**src/lfd_pkg.sv**
```systemverilog
`timescale 1ns / 1ps
package lfd_pkg;

   localparam int CSR_IDX_W = 1;
   localparam int CSR_DATA_W = 16;
   localparam logic [CSR_IDX_W-1:0] CSR_LED_TOTAL = 1'b0;
   localparam logic [CSR_IDX_W-1:0] CSR_MAX_COUNT = 1'b1;
   localparam logic [15:0] LED_TOTAL_RST = 16'd1024;
   localparam logic [15:0] MAX_COUNT_RST = 16'd5000;

   // result kinds
   localparam logic [1:0] RK_PIXEL = 2'd0;
   localparam logic [1:0] RK_MARKER = 2'd1;
   localparam logic [1:0] RK_ERROR = 2'd2;

   // error codes
   localparam logic [2:0] EC_MAGIC = 3'd0;
   localparam logic [2:0] EC_VERSION = 3'd1;
   localparam logic [2:0] EC_COUNT = 3'd2;
   localparam logic [2:0] EC_FORMAT = 3'd3;
   localparam logic [2:0] EC_CLOSED = 3'd4;
   localparam logic [2:0] EC_NONE = 3'd0;

   // pixel formats
   localparam logic [2:0] FMT_RGB = 3'd0;
   localparam logic [2:0] FMT_GRB = 3'd1;
   localparam logic [2:0] FMT_BGR = 3'd2;
   localparam logic [2:0] FMT_RGBW = 3'd3;
   localparam logic [2:0] FMT_GRBW = 3'd4;

   localparam logic [7:0] HDR_VERSION = 8'h01;
   localparam logic [3:0] HDR_POS_VERSION = 4'd4;
   localparam logic [3:0] HDR_POS_COUNT_LAST = 4'd8;
   localparam logic [3:0] HDR_POS_FORMAT = 4'd9;

   // floor(s / 3) for s <= 765 as (s * 683) >> 11
   localparam logic [9:0] DIV3_MUL = 10'd683;
   localparam int DIV3_SHIFT = 11;

   localparam int Q_DEPTH = 4;
   localparam int Q_AW = $clog2(Q_DEPTH);

   typedef struct packed {
      logic [1:0]  rkind;
      logic [15:0] idx;
      logic [7:0]  b0;
      logic [7:0]  b1;
      logic [7:0]  b2;
      logic [7:0]  b3;
      logic [2:0]  fmt;
      logic        last;
      logic [2:0]  ecode;
   } job_type;

   function automatic logic [7:0] magic_byte(input logic [1:0] pos);
      logic [7:0] m;
      case (pos)
         2'd0: m = 8'h4C;
         2'd1: m = 8'h45;
         2'd2: m = 8'h44;
         default: m = 8'h53;
      endcase
      return m;
   endfunction

endpackage

```
**src/lfd_if.sv**
```systemverilog
`timescale 1ns / 1ps
interface lfd_req_if;
   logic       valid;
   logic       ready;
   logic       kind;
   logic [7:0] data_byte;

   modport source (output valid, kind, data_byte, input ready);
   modport sink (input valid, kind, data_byte, output ready);
endinterface

interface lfd_rsp_if;
   logic        valid;
   logic        ready;
   logic [1:0]  result_kind;
   logic [15:0] pixel_index;
   logic [7:0]  red;
   logic [7:0]  green;
   logic [7:0]  blue;
   logic [7:0]  white;
   logic        frame_end;
   logic [2:0]  error_code;

   modport source (output valid, result_kind, pixel_index, red, green, blue, white,
                   frame_end, error_code, input ready);
   modport sink (input valid, result_kind, pixel_index, red, green, blue, white,
                 frame_end, error_code, output ready);
endinterface

```
**src/lfd_front.sv**
```systemverilog
`timescale 1ns / 1ps
module lfd_front (
   input  logic                           clock,
   input  logic                           reset,
   input  logic                           req_valid,
   output logic                           req_ready,
   input  logic                           req_kind,
   input  logic [7:0]                     req_data_byte,
   input  logic                           csr_we,
   input  logic [lfd_pkg::CSR_IDX_W-1:0]  csr_index,
   input  logic [lfd_pkg::CSR_DATA_W-1:0] csr_wdata,
   input  logic                           q_full,
   output logic                           q_push,
   output lfd_pkg::job_type               q_job
);
   import lfd_pkg::*;

   typedef enum logic [1:0] {
      PH_HEADER,
      PH_PAYLOAD,
      PH_DROP
   } phase_type;

   phase_type   phase_ff, phase_in;
   logic [3:0]  hpos_ff, hpos_in;
   logic [31:0] count_ff, count_in;
   logic [2:0]  fmt_ff, fmt_in;
   logic [15:0] total_ff, total_in;
   logic [15:0] cur_ff, cur_in;
   logic [1:0]  bip_ff, bip_in;
   logic [23:0] held_ff, held_in;
   logic [15:0] led_total_ff;
   logic [15:0] max_count_ff;

   logic        fire;
   logic [7:0]  b;
   logic [31:0] count_shift;
   logic        four;
   logic [1:0]  last_byte;
   logic [16:0] idx_plus;
   logic        is_last;
   job_type     job;
   logic        emit;

   assign req_ready = !q_full;
   assign fire = req_valid && req_ready;
   assign b = req_data_byte;
   assign count_shift = {count_ff[23:0], b};
   assign four = (fmt_ff == FMT_RGBW) || (fmt_ff == FMT_GRBW);
   assign last_byte = four ? 2'd3 : 2'd2;
   assign idx_plus = {1'b0, cur_ff} + 17'd1;
   assign is_last = idx_plus >= {1'b0, total_ff};

   always_comb begin
      phase_in = phase_ff;
      hpos_in = hpos_ff;
      count_in = count_ff;
      fmt_in = fmt_ff;
      total_in = total_ff;
      cur_in = cur_ff;
      bip_in = bip_ff;
      held_in = held_ff;
      emit = 1'b0;
      job = '0;
      job.fmt = fmt_ff;
      job.b0 = held_ff[7:0];
      job.b1 = held_ff[15:8];
      job.b2 = four ? held_ff[23:16] : b;
      job.b3 = b;
      job.idx = cur_ff;
      if (req_kind) begin
         if (phase_ff == PH_PAYLOAD || (phase_ff == PH_HEADER && hpos_ff != 4'd0)) begin
            emit = 1'b1;
            job.rkind = RK_ERROR;
            job.ecode = EC_CLOSED;
            job.idx = '0;
         end
         phase_in = PH_HEADER;
         hpos_in = 4'd0;
         count_in = '0;
         bip_in = 2'd0;
         cur_in = '0;
      end else if (phase_ff == PH_HEADER) begin
         hpos_in = hpos_ff + 4'd1;
         if (hpos_ff < HDR_POS_VERSION) begin
            if (b != magic_byte(hpos_ff[1:0])) begin
               emit = 1'b1;
               job.ecode = EC_MAGIC;
            end
         end else if (hpos_ff == HDR_POS_VERSION) begin
            if (b != HDR_VERSION) begin
               emit = 1'b1;
               job.ecode = EC_VERSION;
            end
         end else if (hpos_ff <= HDR_POS_COUNT_LAST) begin
            count_in = count_shift;
            if (hpos_ff == HDR_POS_COUNT_LAST) begin
               if (count_shift == 32'd0 || count_shift > {16'd0, max_count_ff}) begin
                  emit = 1'b1;
                  job.ecode = EC_COUNT;
               end else begin
                  total_in = count_shift[15:0];
               end
            end
         end else begin
            if (b > {5'd0, FMT_GRBW}) begin
               emit = 1'b1;
               job.ecode = EC_FORMAT;
            end else begin
               fmt_in = b[2:0];
               phase_in = PH_PAYLOAD;
               cur_in = '0;
               bip_in = 2'd0;
               hpos_in = 4'd0;
            end
         end
         if (emit) begin
            // header error: position holds, drop until close
            job.rkind = RK_ERROR;
            job.idx = '0;
            phase_in = PH_DROP;
            hpos_in = hpos_ff;
         end
      end else if (phase_ff == PH_PAYLOAD) begin
         if (bip_ff < last_byte) begin
            case (bip_ff)
               2'd0: held_in[7:0] = b;
               2'd1: held_in[15:8] = b;
               default: held_in[23:16] = b;
            endcase
            bip_in = bip_ff + 2'd1;
         end else begin
            bip_in = 2'd0;
            cur_in = idx_plus[15:0];
            if (is_last) begin
               phase_in = PH_HEADER;
               hpos_in = 4'd0;
               count_in = '0;
               bip_in = 2'd0;
               cur_in = '0;
            end
            job.last = is_last;
            if (cur_ff < led_total_ff) begin
               emit = 1'b1;
               job.rkind = RK_PIXEL;
            end else if (is_last) begin
               emit = 1'b1;
               job.rkind = RK_MARKER;
            end
         end
      end
   end

   assign q_push = fire && emit;
   assign q_job = job;

   always_ff @(posedge clock) begin
      if (reset) begin
         phase_ff <= PH_HEADER;
         hpos_ff <= '0;
         count_ff <= '0;
         fmt_ff <= '0;
         total_ff <= '0;
         cur_ff <= '0;
         bip_ff <= '0;
         led_total_ff <= LED_TOTAL_RST;
         max_count_ff <= MAX_COUNT_RST;
      end else begin
         if (fire) begin
            phase_ff <= phase_in;
            hpos_ff <= hpos_in;
            count_ff <= count_in;
            fmt_ff <= fmt_in;
            total_ff <= total_in;
            cur_ff <= cur_in;
            bip_ff <= bip_in;
         end
         if (csr_we && csr_index == CSR_LED_TOTAL) begin
            led_total_ff <= csr_wdata;
         end
         if (csr_we && csr_index == CSR_MAX_COUNT) begin
            max_count_ff <= csr_wdata;
         end
      end
   end

   always_ff @(posedge clock) begin
      if (fire) begin
         held_ff <= held_in;
      end
   end

endmodule

```
**src/lfd_queue.sv**
```systemverilog
`timescale 1ns / 1ps
module lfd_queue (
   input  logic             clock,
   input  logic             reset,
   input  logic             push,
   input  lfd_pkg::job_type push_job,
   output logic             full,
   input  logic             pop,
   output logic             empty,
   output lfd_pkg::job_type head_job
);
   import lfd_pkg::*;

   job_type         slot_ff [Q_DEPTH];
   logic [Q_AW-1:0] wptr_ff;
   logic [Q_AW-1:0] rptr_ff;
   logic [Q_AW:0]   cnt_ff;
   logic            do_pop;

   assign full = cnt_ff == (Q_AW+1)'(Q_DEPTH);
   assign empty = cnt_ff == '0;
   assign head_job = slot_ff[rptr_ff];
   assign do_pop = pop && !empty;

   always_ff @(posedge clock) begin
      if (reset) begin
         wptr_ff <= '0;
         rptr_ff <= '0;
         cnt_ff <= '0;
      end else begin
         if (push) begin
            wptr_ff <= wptr_ff + 1'b1;
         end
         if (do_pop) begin
            rptr_ff <= rptr_ff + 1'b1;
         end
         if (push && !do_pop) begin
            cnt_ff <= cnt_ff + 1'b1;
         end else if (do_pop && !push) begin
            cnt_ff <= cnt_ff - 1'b1;
         end
      end
   end

   always_ff @(posedge clock) begin
      if (push) begin
         slot_ff[wptr_ff] <= push_job;
      end
   end

endmodule

```
**src/lfd_back.sv**
```systemverilog
`timescale 1ns / 1ps
module lfd_back (
   input  logic             clock,
   input  logic             reset,
   input  logic             q_empty,
   input  lfd_pkg::job_type q_head,
   output logic             q_pop,
   output logic             rsp_valid,
   input  logic             rsp_ready,
   output logic [1:0]       rsp_result_kind,
   output logic [15:0]      rsp_pixel_index,
   output logic [7:0]       rsp_red,
   output logic [7:0]       rsp_green,
   output logic [7:0]       rsp_blue,
   output logic [7:0]       rsp_white,
   output logic             rsp_frame_end,
   output logic [2:0]       rsp_error_code
);
   import lfd_pkg::*;

   logic        valid_ff;
   logic [1:0]  kind_ff;
   logic [15:0] idx_ff;
   logic [7:0]  red_ff, green_ff, blue_ff, white_ff;
   logic        end_ff;
   logic [2:0]  ecode_ff;

   logic [7:0]  r, g, bl, w;
   logic [9:0]  sum;
   logic [19:0] prod;
   logic        is_pixel;

   always_comb begin
      case (q_head.fmt)
         FMT_GRB, FMT_GRBW: begin
            g = q_head.b0;
            r = q_head.b1;
            bl = q_head.b2;
         end
         FMT_BGR: begin
            bl = q_head.b0;
            g = q_head.b1;
            r = q_head.b2;
         end
         default: begin
            r = q_head.b0;
            g = q_head.b1;
            bl = q_head.b2;
         end
      endcase
   end

   assign sum = {2'b0, r} + {2'b0, g} + {2'b0, bl};
   assign prod = {10'b0, sum} * {10'b0, DIV3_MUL};
   assign w = (q_head.fmt == FMT_RGBW || q_head.fmt == FMT_GRBW) ? q_head.b3
              : prod[DIV3_SHIFT +: 8];
   assign is_pixel = q_head.rkind == RK_PIXEL;

   // output register refills whenever it is empty or being drained
   assign q_pop = !q_empty && (!valid_ff || rsp_ready);

   always_ff @(posedge clock) begin
      if (reset) begin
         valid_ff <= 1'b0;
      end else if (q_pop) begin
         valid_ff <= 1'b1;
      end else if (rsp_ready) begin
         valid_ff <= 1'b0;
      end
   end

   always_ff @(posedge clock) begin
      if (q_pop) begin
         kind_ff <= q_head.rkind;
         idx_ff <= q_head.idx;
         red_ff <= is_pixel ? r : 8'd0;
         green_ff <= is_pixel ? g : 8'd0;
         blue_ff <= is_pixel ? bl : 8'd0;
         white_ff <= is_pixel ? w : 8'd0;
         end_ff <= q_head.last;
         ecode_ff <= q_head.ecode;
      end
   end

   assign rsp_valid = valid_ff;
   assign rsp_result_kind = kind_ff;
   assign rsp_pixel_index = idx_ff;
   assign rsp_red = red_ff;
   assign rsp_green = green_ff;
   assign rsp_blue = blue_ff;
   assign rsp_white = white_ff;
   assign rsp_frame_end = end_ff;
   assign rsp_error_code = ecode_ff;

endmodule

```
**src/led_frame_deframer_pixel_unpack.sv**
```systemverilog
`timescale 1ns / 1ps
// channel   direction  handshake          payload
// req_bus   in         valid / ready      kind, data_byte
// rsp_bus   out        valid / ready      result_kind, pixel_index, red, green, blue,
//                                         white, frame_end, error_code
// csr_*     in         csr_we, no ready   csr_index, csr_wdata (16 bit)
//
// one request per cycle unless the job queue is full; results go via queue and output register
// parser state moves once per accepted byte, the 4-deep job queue and the output
// register let results wait without stopping the parser until the queue fills
// req_bus.ready drops only while the job queue is full
// synchronous active-high reset: header phase, led_total 1024, max count 5000
module led_frame_deframer_pixel_unpack (
   input  logic                           clock,
   input  logic                           reset,
   lfd_req_if.sink                        req_bus,
   lfd_rsp_if.source                      rsp_bus,
   input  logic                           csr_we,
   input  logic [lfd_pkg::CSR_IDX_W-1:0]  csr_index,
   input  logic [lfd_pkg::CSR_DATA_W-1:0] csr_wdata
);
   import lfd_pkg::*;

   logic    q_full;
   logic    q_push;
   job_type q_job;
   logic    q_pop;
   logic    q_empty;
   job_type q_head;

   lfd_front u_front (
      .clock         (clock),
      .reset         (reset),
      .req_valid     (req_bus.valid),
      .req_ready     (req_bus.ready),
      .req_kind      (req_bus.kind),
      .req_data_byte (req_bus.data_byte),
      .csr_we        (csr_we),
      .csr_index     (csr_index),
      .csr_wdata     (csr_wdata),
      .q_full        (q_full),
      .q_push        (q_push),
      .q_job         (q_job)
   );

   lfd_queue u_queue (
      .clock    (clock),
      .reset    (reset),
      .push     (q_push),
      .push_job (q_job),
      .full     (q_full),
      .pop      (q_pop),
      .empty    (q_empty),
      .head_job (q_head)
   );

   lfd_back u_back (
      .clock           (clock),
      .reset           (reset),
      .q_empty         (q_empty),
      .q_head          (q_head),
      .q_pop           (q_pop),
      .rsp_valid       (rsp_bus.valid),
      .rsp_ready       (rsp_bus.ready),
      .rsp_result_kind (rsp_bus.result_kind),
      .rsp_pixel_index (rsp_bus.pixel_index),
      .rsp_red         (rsp_bus.red),
      .rsp_green       (rsp_bus.green),
      .rsp_blue        (rsp_bus.blue),
      .rsp_white       (rsp_bus.white),
      .rsp_frame_end   (rsp_bus.frame_end),
      .rsp_error_code  (rsp_bus.error_code)
   );

endmodule

```
**src/flat_wrapper.sv**
```systemverilog
// flat-port wrapper written by rule: the top's interface ports become plain ports
module led_frame_deframer_pixel_unpack_flat import lfd_pkg::*;
  (clock, reset, csr_we, csr_index, csr_wdata, req_bus_valid, req_bus_kind, req_bus_data_byte, req_bus_ready, rsp_bus_valid, rsp_bus_result_kind, rsp_bus_pixel_index, rsp_bus_red, rsp_bus_green, rsp_bus_blue, rsp_bus_white, rsp_bus_frame_end, rsp_bus_error_code, rsp_bus_ready);
  lfd_req_if req_bus_i ();
  lfd_rsp_if rsp_bus_i ();
  input  logic clock;
  input  logic reset;
  input  logic csr_we;
  input  logic [lfd_pkg::CSR_IDX_W-1:0] csr_index;
  input  logic [lfd_pkg::CSR_DATA_W-1:0] csr_wdata;
  input wire logic [$bits(req_bus_i.valid)-1:0] req_bus_valid;
  input wire logic [$bits(req_bus_i.kind)-1:0] req_bus_kind;
  input wire logic [$bits(req_bus_i.data_byte)-1:0] req_bus_data_byte;
  output wire logic [$bits(req_bus_i.ready)-1:0] req_bus_ready;
  output wire logic [$bits(rsp_bus_i.valid)-1:0] rsp_bus_valid;
  output wire logic [$bits(rsp_bus_i.result_kind)-1:0] rsp_bus_result_kind;
  output wire logic [$bits(rsp_bus_i.pixel_index)-1:0] rsp_bus_pixel_index;
  output wire logic [$bits(rsp_bus_i.red)-1:0] rsp_bus_red;
  output wire logic [$bits(rsp_bus_i.green)-1:0] rsp_bus_green;
  output wire logic [$bits(rsp_bus_i.blue)-1:0] rsp_bus_blue;
  output wire logic [$bits(rsp_bus_i.white)-1:0] rsp_bus_white;
  output wire logic [$bits(rsp_bus_i.frame_end)-1:0] rsp_bus_frame_end;
  output wire logic [$bits(rsp_bus_i.error_code)-1:0] rsp_bus_error_code;
  input wire logic [$bits(rsp_bus_i.ready)-1:0] rsp_bus_ready;
  assign req_bus_i.valid = req_bus_valid;
  assign req_bus_i.kind = req_bus_kind;
  assign req_bus_i.data_byte = req_bus_data_byte;
  assign req_bus_ready = req_bus_i.ready;
  assign rsp_bus_valid = rsp_bus_i.valid;
  assign rsp_bus_result_kind = rsp_bus_i.result_kind;
  assign rsp_bus_pixel_index = rsp_bus_i.pixel_index;
  assign rsp_bus_red = rsp_bus_i.red;
  assign rsp_bus_green = rsp_bus_i.green;
  assign rsp_bus_blue = rsp_bus_i.blue;
  assign rsp_bus_white = rsp_bus_i.white;
  assign rsp_bus_frame_end = rsp_bus_i.frame_end;
  assign rsp_bus_error_code = rsp_bus_i.error_code;
  assign rsp_bus_i.ready = rsp_bus_ready;
  led_frame_deframer_pixel_unpack u_core (.clock(clock), .reset(reset), .req_bus(req_bus_i), .rsp_bus(rsp_bus_i), .csr_we(csr_we), .csr_index(csr_index), .csr_wdata(csr_wdata));
endmodule
```
**config.mk**
```make
export PLATFORM = sky130hd
export DESIGN_NAME = led_frame_deframer_pixel_unpack_flat
export DESIGN_NICKNAME = d
export VERILOG_FILES = /design/src/lfd_pkg.sv /design/src/lfd_if.sv /design/src/lfd_front.sv /design/src/lfd_queue.sv /design/src/lfd_back.sv /design/src/led_frame_deframer_pixel_unpack.sv /design/src/flat_wrapper.sv
export SDC_FILE = /design/constraint.sdc
export NUM_CORES = 1
export LEC_CHECK = 0
export BUFFER_PORTS_ARGS = -buffer_cell sky130_fd_sc_hd__buf_4
export CAP_MARGIN = 20
export CORE_UTILIZATION = 62
export CTS_CLUSTER_SIZE = 40
export DETAILED_ROUTE_END_ITERATION = 16
export PLACE_DENSITY = 0.8
export SETUP_SLACK_MARGIN = 0.5
export SYNTH_ARGS = -nofsm -noshare
export SYNTH_HDL_FRONTEND = slang
export SYNTH_HIERARCHICAL = 1
export SYNTH_SLANG_ARGS = --single-unit
```
**constraint.sdc**
```tcl
create_clock -name clock -period 9.9 [get_ports clock]
set_clock_uncertainty 0.2 [all_clocks]
set_input_delay 0.495 -clock clock [delete_from_list [all_inputs] [get_ports clock]]
set_output_delay 0.495 -clock clock [all_outputs]
set_load 0.01 [all_outputs]
```
==> impl_metrics.ini <==
[yosys]
ffs_latches_synth = 415
dominantRegCellSynth = sky130_fd_sc_hd__edfxtp_1
share_of_flip_flops_with_an_asynchronous_set_or_reset_after_synthesis = 0
synth.cell_area_um2 = 20100
ys_seq_area_frac = 0.565
synthesis.nets = 1747
synth_top_cell_area_share = 0.457
post_synth_top_area_cell = sky130_fd_sc_hd__edfxtp_1
netlist-cell-type-count = 77
synth.area.top_cells = sky130_fd_sc_hd__edfxtp_1 (46%), sky130_fd_sc_hd__dfxtp_1 (11%), sky130_fd_sc_hd__ha_1 (7.7%)
post_synth_inst_count = 1563
number_of_flops_mapped_to_enable_cells_by_yosys = 306
synth.avg_cell_area_um2 = 12.9
synth-warning-count = 6

[final_layout]
fin_nets = 1813
drive_gt1_frac = 0.164
layout.cells.most_common_list = sky130_fd_sc_hd__edfxtp_1 (306), sky130_fd_sc_hd__ha_1 (124), sky130_fd_sc_hd__inv_1 (119)
most_common_cell_after_layout_fill_and_taps_aside = sky130_fd_sc_hd__edfxtp_1
num_antenna_cells = 0
final_cell_area_um2 = 22400
areaGrowthSynthToFinish_pct = 11.1

[status]
outcome = complete, no violations

[timing]
worst_hold_slack_ps = 29.4
slew_headroom = 0.256
slew_viol_final = 0
final.setup.tns_ps = 0
hold_viol_final = 0
fin_crit_sh = 0.897
worst-slew-pin-transition_ps = 1120
rsz0062_at_grt = false
timing.fmax_mhz = 113
post-route-min-period_ps = 8880
report.final.setup_viol = 0

[critical_path]
path_class = reg2reg
cpPeakStageDelay_ps = 600
cp_common_cell = sky130_fd_sc_hd__inv_1
worst_ep_required_time_ps = 9970
worst_setup_path_start_kind = flip-flop
critical_path.endpoint_type = flip-flop
cp_data_arrival_time_ps = 8950
slowest_cp_cell = sky130_fd_sc_hd__mux4_2
critical_path_peak_fanout = 13

[placement]
gp_routability_congestion = 0.911
placement.io_buffers = 86
placedInstanceArea_um2 = 20900
post-dp-hpwl_um = 27700

[floorplan]
start_util = 0.634
core_um2 = 31700
dieHeight_um = 182
die_width_um = 182
ioPinCount = 87
floorplan_die_area_um2 = 33200
row_count = 65

[worst_hold_path]
hold_path_startpoint = csr_wdata[11]
hp-class = in2reg

[cts]
cts_root_buf = sky130_fd_sc_hd__clkbuf_16
tritoncts = yes
cts-buffers-inserted = 41
cts_max_level = 2
clkLatencyLatePin_ps = 530
cts.clk_slew.worst_paths_ps = 60
cts_sinks = 415
max-clock-path-buffers = 3

[grt]
global_route.overflow_total = 0
initial_antenna_violation_count = 0
grt_util_all_layers = 0.267
grt_start_max_net_pins = 109
vias_in_the_first_global_route = 12900
first_pass_grt_wire_length_um = 68500

[run]
maxCapViolCount = 0

[route]
detailroute.via_count = 12600
initialDrtViolationCount = 1221
post_drt_via_cell_ratio = 6.12
routedWlPerCell_um = 20.9
wl_final_um = 43200
detail_route.first_pass.iterations = 6
drc = 0
antenna_violating_nets_post_route = 0
## repair_timing
action | in CTS | in global routing
endpoints found under the hold margin | 6 | 0
resized for setup | 0 | 5
endpoints found under the setup margin | 0 | 8
setup buffers | 0 | 1
hold buffers | 6 | 0
## final cells by class
cell class | instances | area (um^2)
tap | 402 | 503
timing repair buffer | 111 | 876
multi-input combinational | 941 | 7820
clock buffer | 55 | 1170
fill | 2079 | 9370
sequential | 415 | 11400
inverter | 119 | 447
clock inverter | 21 | 164
## routing by layer
layer,up-vias,GRT usage,wire [um],share of wire
met5,-,0,0,0
met4,0,0.0988,1360,0.031
met3,112,0.0367,2600,0.060
met2,498,0.446,21100,0.49
met1,6176,0.361,18100,0.42
li1,5841,-,-,-
## sequential cells by signal, summed over array words and instances (netlist names), 2 cells and up, named ones only
name and flops:
u_core/u_front/bip_ff 2, u_core/u_queue/rptr_ff 2, u_core/u_front/total_ff 16, u_core/u_front/max_count_ff 16
u_core/u_back/rsp_blue 8, u_core/u_back/rsp_green 8, u_core/u_back/rsp_result_kind 2, u_core/u_back/rsp_error_code 3
u_core/u_queue/wptr_ff 2, u_core/u_front/cur_ff 16, u_core/u_back/rsp_white 8, u_core/u_front/held_ff 24
u_core/u_queue/slot_ff 228, u_core/u_back/rsp_red 8, u_core/u_queue/cnt_ff 3, u_core/u_front/led_total_ff 16
u_core/u_back/rsp_pixel_index 16, u_core/u_front/count_ff 24, u_core/u_front/fmt_ff 3, u_core/u_front/phase_ff 2
u_core/u_front/hpos_ff 4
## critical path: cells and delay by family, from the launching register on
family,cells,cell delay (ps)
AOI/OAI and AO/OA,8,1540
xor gates and xnor gates,2,660
adders and majority gates,8,3050
buffers and inverters,8,700
DFF,1,530
muxes,1,600
and+or+nand+nor,7,1340
## synth_stat cells (3+ instances only)
master / n
sky130_fd_sc_hd__nor2_1: 95
sky130_fd_sc_hd__or3_1: 9
sky130_fd_sc_hd__inv_1: 119
sky130_fd_sc_hd__ha_1: 124
sky130_fd_sc_hd__nor4_1: 11
sky130_fd_sc_hd__buf_4: 26
sky130_fd_sc_hd__or2_2: 4
sky130_fd_sc_hd__o21a_1: 4
sky130_fd_sc_hd__nor3_1: 18
sky130_fd_sc_hd__nand3b_1: 16
sky130_fd_sc_hd__a22oi_1: 4
sky130_fd_sc_hd__nor3b_1: 6
sky130_fd_sc_hd__o31ai_1: 3
sky130_fd_sc_hd__and3_1: 7
sky130_fd_sc_hd__a21o_1: 21
sky130_fd_sc_hd__o21ai_0: 55
sky130_fd_sc_hd__nor4b_1: 4
sky130_fd_sc_hd__nand2_1: 101
sky130_fd_sc_hd__a211oi_1: 4
sky130_fd_sc_hd__clkbuf_1: 37
sky130_fd_sc_hd__a31oi_1: 6
sky130_fd_sc_hd__xnor2_1: 17
sky130_fd_sc_hd__xor2_1: 20
sky130_fd_sc_hd__dfxtp_1: 109
sky130_fd_sc_hd__and2_1: 26
sky130_fd_sc_hd__o22ai_1: 4
sky130_fd_sc_hd__nand3_1: 22
sky130_fd_sc_hd__buf_6: 7
sky130_fd_sc_hd__fa_1: 29
sky130_fd_sc_hd__nand2b_1: 12
sky130_fd_sc_hd__mux4_2: 57
sky130_fd_sc_hd__mux2i_1: 37
sky130_fd_sc_hd__mux2_2: 9
sky130_fd_sc_hd__a21oi_1: 118
sky130_fd_sc_hd__a22o_1: 7
sky130_fd_sc_hd__or4_1: 3
sky130_fd_sc_hd__buf_2: 13
sky130_fd_sc_hd__nand4_1: 34
sky130_fd_sc_hd__and4_1: 5
sky130_fd_sc_hd__nor2b_1: 9
sky130_fd_sc_hd__edfxtp_1: 306
## stage by stage
stage	setup slack [ps]	utilization	instances
6_report	1020	0.705	2064
5_1_grt	520	0.705	2064
4_1_cts	670	0.703	2062
3_5_place_dp	783	0.659	1980
3_3_place_gp	1010	0.659	1979
2_1_floorplan	1460	-	1563
## worst paths after layout
path                            slack (ps)                                            to  cells after the start
worst max-delay path                  1020      u_core/u_back/rsp_white[6]$_SDFFCE_PP0P_                     34
worst min-delay path                    30  u_core/u_front/max_count_ff[11]$_SDFFE_PP0P_                      3
worst max register to register        1020      u_core/u_back/rsp_white[6]$_SDFFCE_PP0P_                     34
worst min register to register         260   u_core/u_front/max_count_ff[6]$_SDFFE_PP0P_                      2
## cell families after synthesis
logic type,count (synthesis),synth area share
DFF,415,0.565
and+or+nand+nor,402,0.105
AOI/OAI and AO/OA,246,0.0733
buffers and inverters,207,0.0475
adders and majority gates,153,0.106
muxes,103,0.0873
xor gates and xnor gates,37,0.0161
Power is left out: the tool's default activity adds up to more than one toggle a clock period on the data nets, which glitch-free logic cannot reach.
